===== config.mk =====
export PLATFORM = sky130hd
export DESIGN_NAME = mlfq_thread_scheduler_top
export DESIGN_NICKNAME = d
export VERILOG_FILES = /design/src/hw/rtl/mlfq_pkg.sv /design/src/hw/rtl/mlfq_thread_scheduler_top.sv
export VERILOG_INCLUDE_DIRS = /design/src /design/src/hw/rtl
export SDC_FILE = /design/constraint.sdc
export NUM_CORES = 2
export LEC_CHECK = 0
export BUFFER_PORTS_ARGS = -buffer_cell sky130_fd_sc_hd__buf_4
export CORE_MARGIN = 2
export CORE_UTILIZATION = 45
export DETAILED_ROUTE_END_ITERATION = 12
export REMOVE_ABC_BUFFERS = 1
export SYNTH_ARGS = -nofsm -noshare
export SYNTH_HDL_FRONTEND = slang
export SYNTH_SLANG_ARGS = --single-unit

===== constraint.sdc =====
create_clock -name clk -period 14.65 [get_ports clk]
set_input_delay 2.93 -clock clk [delete_from_list [all_inputs] [get_ports clk]]
set_output_delay 2.93 -clock clk [all_outputs]
set_load 0.05 [all_outputs]

===== src/hw/rtl/mlfq_thread_scheduler_top_macros.svh =====
// Assertion macros shared by the scheduler RTL.
`ifndef MLFQ_THREAD_SCHEDULER_TOP_MACROS_SVH
`define MLFQ_THREAD_SCHEDULER_TOP_MACROS_SVH
// Implication checked on every clock edge outside reset.
`define MLFQ_ASSERT_IMP(label, clk, rst_n, ante, cons, msg) \
	label: assert property (@(posedge clk) disable iff (!rst_n) (ante) |-> (cons)) \
		else $error(msg);
// Next-cycle implication checked outside reset.
`define MLFQ_ASSERT_NXT(label, clk, rst_n, ante, cons, msg) \
	label: assert property (@(posedge clk) disable iff (!rst_n) (ante) |=> (cons)) \
		else $error(msg);
`endif


===== src/hw/rtl/mlfq_pkg.sv =====
package mlfq_pkg;
	localparam int MAX_THREADS = 64;
	localparam int NUM_LEVELS  = 10;
	localparam int NUM_CLASSES = 4;
	localparam int NUM_QUEUES  = NUM_LEVELS * NUM_CLASSES;
	localparam int TID_W = $clog2(MAX_THREADS);
	localparam int LVL_W = 4;
	localparam int CLS_W = 2;
	localparam int Q_W   = $clog2(NUM_QUEUES);
	localparam int CNT_W = 7;
	localparam int SLICE_W = 10;
	localparam logic FUNC_ENQ = 1'b0;
	localparam logic FUNC_SEL = 1'b1;

	typedef struct packed {
		logic             func;
		logic [TID_W-1:0] thread_id;
		logic [CLS_W-1:0] process_class;
		logic             is_new;
	} in_item_t;

	typedef struct packed {
		logic               found;
		logic [TID_W-1:0]   picked_thread;
		logic [LVL_W-1:0]   picked_level;
		logic [SLICE_W-1:0] slice_ticks;
		logic [CLS_W-1:0]   picked_class;
		logic [CNT_W-1:0]   queued_count;
	} out_item_t;
endpackage


===== src/hw/rtl/mlfq_thread_scheduler_top.sv =====
// Multilevel feedback queue scheduler, one item at a time.
// After its input transfer an enqueue passes through RD, WR and OUT, and a select
// through RD, LINK, WR and OUT (the extra LINK state reads the head's link).
// A new item is taken in the cycle after the result transfers, so the block never
// takes a new item before it is through with the last one.
// Reset (asynchronous, active low) clears written marks, used marks, waiting marks,
// queue nonempty bits and the count; level, link, head and tail memories need no clearing.
module mlfq_thread_scheduler_top (
	input  logic                clk,
	input  logic                arst_n,
	input  logic                in_valid,
	output logic                in_stall,
	input  mlfq_pkg::in_item_t  in_data,
	output logic                out_valid,
	input  logic                out_stall,
	output mlfq_pkg::out_item_t out_data
);
	import mlfq_pkg::*;
	`include "mlfq_thread_scheduler_top_macros.svh"

	// Sequencer states. Each item walks RD -> (LINK) -> WR -> OUT.
	typedef enum logic [4:0] {
		ST_IDLE = 5'b00001,
		ST_RD   = 5'b00010,
		ST_LINK = 5'b00100,
		ST_WR   = 5'b01000,
		ST_OUT  = 5'b10000
	} state_t;

	state_t state_q;
	in_item_t item_q;
	out_item_t res_q;
	out_item_t res_nxt;

	// Per-thread flags with reset values live in flip-flops: whether the level
	// entry was ever written, the used mark and whether the thread is waiting.
	// A level entry that was never written reads as level 0.
	logic [MAX_THREADS-1:0] lvl_ok_q, used_q, inq_q;
	logic [NUM_QUEUES-1:0] nonempty_q;
	logic [CNT_W-1:0] count_q;

	// Synchronous memories: thread levels, queue heads, queue tails and FIFO links.
	logic [LVL_W-1:0] lvl_mem [MAX_THREADS];
	logic [TID_W-1:0] head_mem [NUM_QUEUES];
	logic [TID_W-1:0] tail_mem [NUM_QUEUES];
	logic [TID_W-1:0] link_mem [MAX_THREADS];
	logic [LVL_W-1:0] lvl_rd;
	logic [TID_W-1:0] head_rd, tail_rd, link_rd;

	// Queue chosen for this item. A select fixes it at transfer, an enqueue
	// once its level has been read from memory.
	logic [Q_W-1:0] q_q;
	logic [Q_W-1:0] q_addr;
	logic [LVL_W-1:0] newlvl_q;
	logic hit_q;

	// Enqueue level update and queue index, valid while the item sits in RD.
	logic [LVL_W-1:0] enq_lvl;
	logic [Q_W-1:0] enq_q;
	logic enq_ok;
	always_comb begin
		enq_lvl = lvl_ok_q[item_q.thread_id] ? lvl_rd : '0;
		if (item_q.is_new) begin
			enq_lvl = '0;
		end else if (used_q[item_q.thread_id] && enq_lvl < LVL_W'(NUM_LEVELS-1)) begin
			enq_lvl = enq_lvl + 1'b1;
		end
		if (enq_lvl >= LVL_W'(NUM_LEVELS)) begin
			enq_lvl = LVL_W'(NUM_LEVELS-1);
		end
		enq_ok = !inq_q[item_q.thread_id];
		enq_q = Q_W'(enq_lvl) * Q_W'(NUM_CLASSES) + Q_W'(item_q.process_class);
	end

	// Lowest nonempty queue, a priority search over the 40 nonempty bits.
	logic [Q_W-1:0] sel_q;
	logic sel_any;
	always_comb begin
		sel_q = '0;
		sel_any = 1'b0;
		for (int i = NUM_QUEUES-1; i >= 0; i--) begin
			if (nonempty_q[i]) begin
				sel_q = Q_W'(i);
				sel_any = 1'b1;
			end
		end
	end

	logic [LVL_W-1:0] q_lvl;
	logic [CLS_W-1:0] q_cls;
	assign q_lvl = LVL_W'(q_q / NUM_CLASSES);
	assign q_cls = CLS_W'(q_q % NUM_CLASSES);

	// While an enqueue is in RD its queue comes straight from the level just read.
	assign q_addr = (state_q == ST_RD && item_q.func == FUNC_ENQ) ? enq_q : q_q;

	assign in_stall  = (state_q != ST_IDLE);
	assign out_valid = (state_q == ST_OUT);
	assign out_data  = res_q;

	// Result of the item, registered at the end of WR.
	always_comb begin
		res_nxt = '0;
		if (item_q.func == FUNC_SEL && hit_q) begin
			res_nxt.found = 1'b1;
			res_nxt.picked_thread = head_rd;
			res_nxt.picked_level = q_lvl;
			res_nxt.slice_ticks = SLICE_W'(1) << q_lvl;
			res_nxt.picked_class = q_cls;
			res_nxt.queued_count = count_q - 1'b1;
		end else if (item_q.func == FUNC_ENQ && hit_q) begin
			res_nxt.queued_count = count_q + 1'b1;
		end else begin
			res_nxt.queued_count = count_q;
		end
	end

	always_ff @(posedge clk) begin
		lvl_rd <= lvl_mem[in_data.thread_id];
		head_rd <= head_mem[q_addr];
		tail_rd <= tail_mem[q_addr];
		link_rd <= link_mem[head_rd];
		if (state_q == ST_WR && hit_q) begin
			if (item_q.func == FUNC_ENQ) begin
				lvl_mem[item_q.thread_id] <= newlvl_q;
				if (nonempty_q[q_q]) begin
					link_mem[tail_rd] <= item_q.thread_id;
				end else begin
					head_mem[q_q] <= item_q.thread_id;
				end
				tail_mem[q_q] <= item_q.thread_id;
			end else if (tail_rd != head_rd) begin
				head_mem[q_q] <= link_rd;
			end
		end
	end

	always_ff @(posedge clk) begin
		if (state_q == ST_IDLE && in_valid) begin
			item_q <= in_data;
			q_q <= sel_q;
			hit_q <= sel_any;
		end
		if (state_q == ST_RD && item_q.func == FUNC_ENQ) begin
			q_q <= enq_q;
			hit_q <= enq_ok;
			newlvl_q <= enq_lvl;
		end
		if (state_q == ST_WR) begin
			res_q <= res_nxt;
		end
	end

	always_ff @(posedge clk or negedge arst_n) begin
		if (!arst_n) begin
			state_q <= ST_IDLE;
			lvl_ok_q <= '0;
			used_q <= '0;
			inq_q <= '0;
			nonempty_q <= '0;
			count_q <= '0;
		end else begin
			unique case (state_q)
				ST_IDLE: if (in_valid) state_q <= ST_RD;
				ST_RD:   state_q <= (item_q.func == FUNC_SEL) ? ST_LINK : ST_WR;
				ST_LINK: state_q <= ST_WR;
				ST_WR: begin
					state_q <= ST_OUT;
					if (hit_q && item_q.func == FUNC_ENQ) begin
						lvl_ok_q[item_q.thread_id] <= 1'b1;
						used_q[item_q.thread_id] <= 1'b0;
						inq_q[item_q.thread_id] <= 1'b1;
						nonempty_q[q_q] <= 1'b1;
						count_q <= count_q + 1'b1;
					end else if (hit_q) begin
						used_q[head_rd] <= 1'b1;
						inq_q[head_rd] <= 1'b0;
						if (tail_rd == head_rd) nonempty_q[q_q] <= 1'b0;
						count_q <= count_q - 1'b1;
					end
				end
				ST_OUT: if (!out_stall) state_q <= ST_IDLE;
				default: state_q <= ST_IDLE;
			endcase
		end
	end

	`MLFQ_ASSERT_IMP(a_count_range, clk, arst_n, 1'b1, count_q <= CNT_W'(MAX_THREADS), "count overflow")
	`MLFQ_ASSERT_IMP(a_count_match, clk, arst_n, 1'b1, count_q == CNT_W'($countones(inq_q)), "count mismatch")
	`MLFQ_ASSERT_IMP(a_found_sel, clk, arst_n, out_valid && res_q.found, item_q.func == FUNC_SEL, "found on enqueue")
	`MLFQ_ASSERT_NXT(a_no_accept_busy, clk, arst_n, state_q == ST_RD, in_stall, "accepted while busy")
endmodule

==> report_table.html <==
<table>
<tr><th>Metric</th><th>Value</th></tr>
<tr><th colspan="2">Floorplan</th></tr>
<tr><td>Cell row count</td><td>131</td></tr>
<tr><td>Starting utilization of the core area</td><td>45.4%</td></tr>
<tr><td>Boundary pin count</td><td>46</td></tr>
<tr><td>Horizontal die dimension</td><td>363 µm</td></tr>
<tr><td>Vertical die dimension</td><td>363 µm</td></tr>
<tr><td>Area of the core region</td><td>128000 µm²</td></tr>
<tr><td>Area of the die</td><td>132000 µm²</td></tr>
<tr><th colspan="2">Cells and area</th></tr>
<tr><td>Sequential cell area in the final layout</td><td>41700 µm²</td></tr>
<tr><td>Fillcell total</td><td>10362</td></tr>
<tr><td>Post-route cell area</td><td>65100 µm²</td></tr>
<tr><td>Area of the multi-input gates</td><td>15200 µm²</td></tr>
<tr><td>Layout-stage area growth over the synthesis result</td><td>12.2%</td></tr>
<tr><td>Fraction of layout cells with a size suffix above 1</td><td>17.2%</td></tr>
<tr><td>Antenna fix cells</td><td>0</td></tr>
<tr><td>Final Net Count</td><td>3743</td></tr>
<tr><th colspan="2">Min path</th></tr>
<tr><td>Kind of path behind the tightest hold check</td><td>flop to flop</td></tr>
<tr><th colspan="2">Yosys</th></tr>
<tr><td>Number of warnings issued by yosys</td><td>0</td></tr>
<tr><td>Flip-flop and latch count after synthesis</td><td>1437</td></tr>
<tr><td>Post-Synth Simple-Gate Area</td><td>7.53%</td></tr>
<tr><td>EDFF count, synth</td><td>1171</td></tr>
<tr><td>Multiplexer share of the synthesized area</td><td>10.5%</td></tr>
<tr><td>Complex-gate fraction of the synthesized area</td><td>7.55%</td></tr>
<tr><td>Xor/xnor share of the synthesized area</td><td>0.242%</td></tr>
<tr><td>Share of flip-flops with an asynchronous set or reset after synthesis</td><td>17.0%</td></tr>
<tr><td>Avg Synthesized Cell Area</td><td>15.7 µm²</td></tr>
<tr><td>Number of instances in the synthesized netlist</td><td>3690</td></tr>
<tr><td>Most used flip-flop cell after synthesis</td><td>sky130_fd_sc_hd__edfxtp_1</td></tr>
<tr><td>Post-synthesis share of cell area spent on full adders, half adders and majority gates</td><td>0.129%</td></tr>
<tr><td>Sequential element share of the synthesized area</td><td>71.9%</td></tr>
<tr><td>Distinct cell type count after synthesis</td><td>81</td></tr>
<tr><td>Largest family of logic cells by synthesized area</td><td>multiplexers</td></tr>
<tr><td>Post-synth design cell area</td><td>58000 µm²</td></tr>
<tr><th colspan="2">Clocking</th></tr>
<tr><td>CTS max path bufs</td><td>3</td></tr>
<tr><td>Latest clock arrival within the worst-skew pair</td><td>0.79 ns</td></tr>
<tr><td>Cells resized by post-CTS repair</td><td>0</td></tr>
<tr><td>Clock tree from TritonCTS</td><td>done</td></tr>
<tr><td>Number of H-tree branching levels</td><td>4</td></tr>
<tr><td>TritonCTS Buffers</td><td>149</td></tr>
<tr><td>Clk slew on worst S/H paths</td><td>0.06 ns</td></tr>
<tr><td>Setup fix buffers added after clock tree synthesis</td><td>0</td></tr>
<tr><td>Cts hold-fix bufs</td><td>0</td></tr>
<tr><td>Clock net sink count</td><td>1437</td></tr>
<tr><td>CTS Root Buffer Type</td><td>sky130_fd_sc_hd__clkbuf_16</td></tr>
<tr><th colspan="2">Placement</th></tr>
<tr><td>Placed cell areas</td><td>60200 µm²</td></tr>
<tr><td>Pre-CTS WS</td><td>7.93 ns</td></tr>
<tr><td>Final GP Congestion</td><td>0.873</td></tr>
<tr><td>Total of buffers placed on input and output ports</td><td>45</td></tr>
<tr><td>Hpwl dp</td><td>96.6 mm</td></tr>
<tr><th colspan="2">Critical path</th></tr>
<tr><td>Setup slack of the worst register-to-register path</td><td>7.78 ns</td></tr>
<tr><td>Worst EP required</td><td>15.32 ns</td></tr>
<tr><td>Startpoint-to-endpoint class of the critical path</td><td>flop to flop</td></tr>
<tr><td>Launching point of the worst reg2reg path</td><td>item_q[5]</td></tr>
<tr><td>Worst setup SP type</td><td>flop</td></tr>
<tr><td>Setup crit start</td><td>item_q[5]</td></tr>
<tr><td>Termination of the worst setup path</td><td>tail_rd[0]</td></tr>
<tr><td>FF-to-FF End</td><td>tail_rd[0]</td></tr>
<tr><td>Worst Setup End Kind</td><td>flop</td></tr>
<tr><td>Worst R2R Path Depth</td><td>20</td></tr>
<tr><td>Arrival time of data at the critical path endpoint</td><td>7.53 ns</td></tr>
<tr><td>Largest fanout on the critical path</td><td>73</td></tr>
<tr><th colspan="2">STA</th></tr>
<tr><td>Setup violations, final</td><td>0</td></tr>
<tr><td>Aggregate negative setup slack</td><td>0 ns</td></tr>
<tr><td>Tightest hold margin</td><td>0.468 ns</td></tr>
<tr><td>Tightest Pin Transition</td><td>1.35 ns</td></tr>
<tr><td>Slew headroom</td><td>9.53%</td></tr>
<tr><td>Final count of pins violating max slew</td><td>0</td></tr>
<tr><td>Final hold viol count</td><td>0</td></tr>
<tr><td>Max Fclk</td><td>146 MHz</td></tr>
<tr><td>Setup repair after global routing missed its margin</td><td>no</td></tr>
<tr><td>Post-route worst setup slack</td><td>7.78 ns</td></tr>
<tr><td>Post-route minimum period</td><td>6.87 ns</td></tr>
<tr><td>Layout Skew</td><td>0.0298 ns</td></tr>
<tr><td>Period utilization</td><td>46.9%</td></tr>
<tr><th colspan="2">GRT</th></tr>
<tr><td>Antenna violations before repair</td><td>2</td></tr>
<tr><td>Total routing resource utilization after global routing</td><td>23.5%</td></tr>
<tr><td>Largest net degree at the start of global routing</td><td>159</td></tr>
<tr><td>Number of global-route vias before repair</td><td>32862</td></tr>
<tr><td>Total gr overflow</td><td>0</td></tr>
<tr><td>First-pass GRT wire length</td><td>227 mm</td></tr>
<tr><th colspan="2">Route</th></tr>
<tr><td>WL per Instance</td><td>27.9 µm</td></tr>
<tr><td>Total length of routed met2 wires</td><td>69.0 mm</td></tr>
<tr><td>Detail-routed via count per cell</td><td>6.08</td></tr>
<tr><td>Met3 routed wirelength</td><td>13.6 mm</td></tr>
<tr><td>Wire length reported by the detailed router</td><td>154 mm</td></tr>
<tr><td>Remaining antenna violation count</td><td>0</td></tr>
<tr><td>Pre-antenna DRT Iters</td><td>8</td></tr>
<tr><td>M1 wire length</td><td>67.1 mm</td></tr>
<tr><td>Vias</td><td>33459</td></tr>
<tr><td>DRC violation total after the first TritonRoute iteration</td><td>4211</td></tr>
<tr><td>Number of design rule violations left after detail routing</td><td>0</td></tr>
<tr><td>Top Metal Used</td><td>met5</td></tr>
<tr><th colspan="2">Job</th></tr>
<tr><td>Max capacitance violation total</td><td>0</td></tr>
<tr><th colspan="2">Power and ir drop</th></tr>
<tr><td>Power per cell area</td><td>165 nW/µm²</td></tr>
<tr><td>VDD IR-drop max</td><td>0.144 mV</td></tr>
<tr><td>Leakage power</td><td>0.0229 µW</td></tr>
<tr><th colspan="2">Outcome</th></tr>
<tr><td>Status</td><td>completed</td></tr>
</table>
==> worst max-delay path, cell delays in order, from the launching register on <==
cell                       delay (ns)
sky130_fd_sc_hd__edfxtp_1        0.32
sky130_fd_sc_hd__buf_4           0.67
sky130_fd_sc_hd__buf_4           0.81
sky130_fd_sc_hd__mux2_2          0.41
sky130_fd_sc_hd__a221o_1         0.34
sky130_fd_sc_hd__a221oi_1        0.29
sky130_fd_sc_hd__a32o_1          0.24
sky130_fd_sc_hd__o211a_1         0.32
sky130_fd_sc_hd__nor2_1          0.11
sky130_fd_sc_hd__inv_1           0.07
sky130_fd_sc_hd__ha_1            0.14
sky130_fd_sc_hd__inv_1           0.05
sky130_fd_sc_hd__o21ai_0         0.38
sky130_fd_sc_hd__a211oi_1        0.17
sky130_fd_sc_hd__o21ba_2         0.25
sky130_fd_sc_hd__a211oi_4        0.21
sky130_fd_sc_hd__buf_4           0.48
sky130_fd_sc_hd__nand2_4         0.52
sky130_fd_sc_hd__mux2_1          0.48
sky130_fd_sc_hd__a211oi_1        0.28
sky130_fd_sc_hd__o21ai_1         0.09
==> report_power, final <==
group / switching (µW) / internal, µW
logic: 1460 / 728
registers: 135 / 4630
clock network: 1600 / 2220
total: 3200 / 7570
==> cells by family after synthesis <==
| family | Yosys count |
|---|---|
| flops | 1437 |
| xor+xnor | 16 |
| compound gates | 650 |
| buf+inv | 318 |
| fa+ha+maj | 6 |
| simple gates | 938 |
| mux | 325 |
==> Yosys cell counts, drive strengths merged, types with 7 or more instances <==
library cell  number  area (µm²)
a211oi            24         193
nor3              69         345
nor2b             16         100
o22ai             11        68.8
mux2              38         428
a21o              14         105
or2               37         231
a211o             13         114
buf               54         268
a21oi             48         240
and3              21         131
nand3             70         350
nor2             218         818
and2              20         125
dfrtp            243        6080
nor3b             10        75.1
o31ai              7        52.6
a22oi            136        1020
nand3b             8        60.1
a221oi            40         350
dfxtp             22         440
clkbuf           174         653
nor4              12        75.1
mux4             223        5020
o21ai            233        1170
nand4             39         244
o211ai            11        82.6
edfxtp          1171       35200
mux2i             64         641
a31oi             13        81.3
inv               88         330
a21bo             12         120
xnor2             12         105
nand2            344        1300
nand2b            45         282
or3                7        43.8
a22o              36         315
o221ai             8        70.1
==> cells in the final DEF (no fill, tap or decap), types with 14 or more instances in the layout <==
master                         n
sky130_fd_sc_hd__nor2b_1      16
sky130_fd_sc_hd__a211oi_1     23
sky130_fd_sc_hd__dfrtp_1     243
sky130_fd_sc_hd__and2_1       19
sky130_fd_sc_hd__nand3_1      70
sky130_fd_sc_hd__a221oi_1     40
sky130_fd_sc_hd__clkinv_1     31
sky130_fd_sc_hd__or2_2        37
sky130_fd_sc_hd__edfxtp_1   1171
sky130_fd_sc_hd__a21oi_1      48
sky130_fd_sc_hd__nand4_1      39
sky130_fd_sc_hd__clkbuf_16   151
sky130_fd_sc_hd__buf_4       106
sky130_fd_sc_hd__inv_1        87
sky130_fd_sc_hd__a22o_1       36
sky130_fd_sc_hd__nor3_1       64
sky130_fd_sc_hd__clkbuf_1     30
sky130_fd_sc_hd__nand2b_1     43
sky130_fd_sc_hd__nand2_1     343
sky130_fd_sc_hd__dfxtp_1      21
sky130_fd_sc_hd__o21ai_0     223
sky130_fd_sc_hd__mux4_2      223
sky130_fd_sc_hd__a22oi_1     136
sky130_fd_sc_hd__clkinv_2     21
sky130_fd_sc_hd__and3_1       20
sky130_fd_sc_hd__nor2_1      216
sky130_fd_sc_hd__bufinv_16    16
sky130_fd_sc_hd__a21o_1       14
sky130_fd_sc_hd__mux2i_1      63
sky130_fd_sc_hd__mux2_2       31
==> final cells by class <==
cell class                 instances  area share [%]
timing repair buffer             110            1.34
sequential                      1437            64.1
inverter                          90           0.519
clock buffer                     186            6.08
multi-input combinational       1935            23.3
tap                             1662            3.19
clock inverter                    87            1.50
==> sequential cells by signal, summed over array words and instances (netlist names), named ones only <==
signal	flops
head_mem	240
head_rd	6
tail_mem	240
q_q	6
link_rd	6
lvl_ok_q	64
out_data	30
hit_q	1
used_q	64
item_q	10
count_q	7
inq_q	64
lvl_mem	256
state_q	5
lvl_rd	4
link_mem	384
newlvl_q	4
tail_rd	6
==> metal layers <==
layer / vias up / global-route usage (%)
met5: - / 0
met4: 2 / 7.04
met3: 221 / 5.55
met2: 1477 / 34.5
met1: 17355 / 34.8
li1: 14404 / -
==> stage by stage <==
step / utilization, % / cells / power (µW)
2_1_floorplan: - / 3462 / 6330
3_3_place_gp: 47.1 / 5234 / 7010
3_5_place_dp: 47.1 / 5234 / 7020
4_1_cts: 51.0 / 5507 / 10800
5_1_grt: 51.0 / 5507 / 11100
6_report: 51.0 / 5507 / 10800
==> worst min path at each step <==
stage	slack, ns	from	depth (start not counted)	end
5_1_grt	0.48	lvl_ok_q[16]	1	lvl_ok_q[16]
4_1_cts	0.47	lvl_ok_q[34]	1	lvl_ok_q[34]
3_3_place_gp	0.45	lvl_ok_q[50]	1	lvl_ok_q[50]
2_1_floorplan	0.43	lvl_ok_q[41]	1	lvl_ok_q[41]
3_5_place_dp	0.45	lvl_ok_q[50]	1	lvl_ok_q[50]
6_report	0.47	lvl_ok_q[34]	1	lvl_ok_q[34]
(Power assumes the default switching activity.)
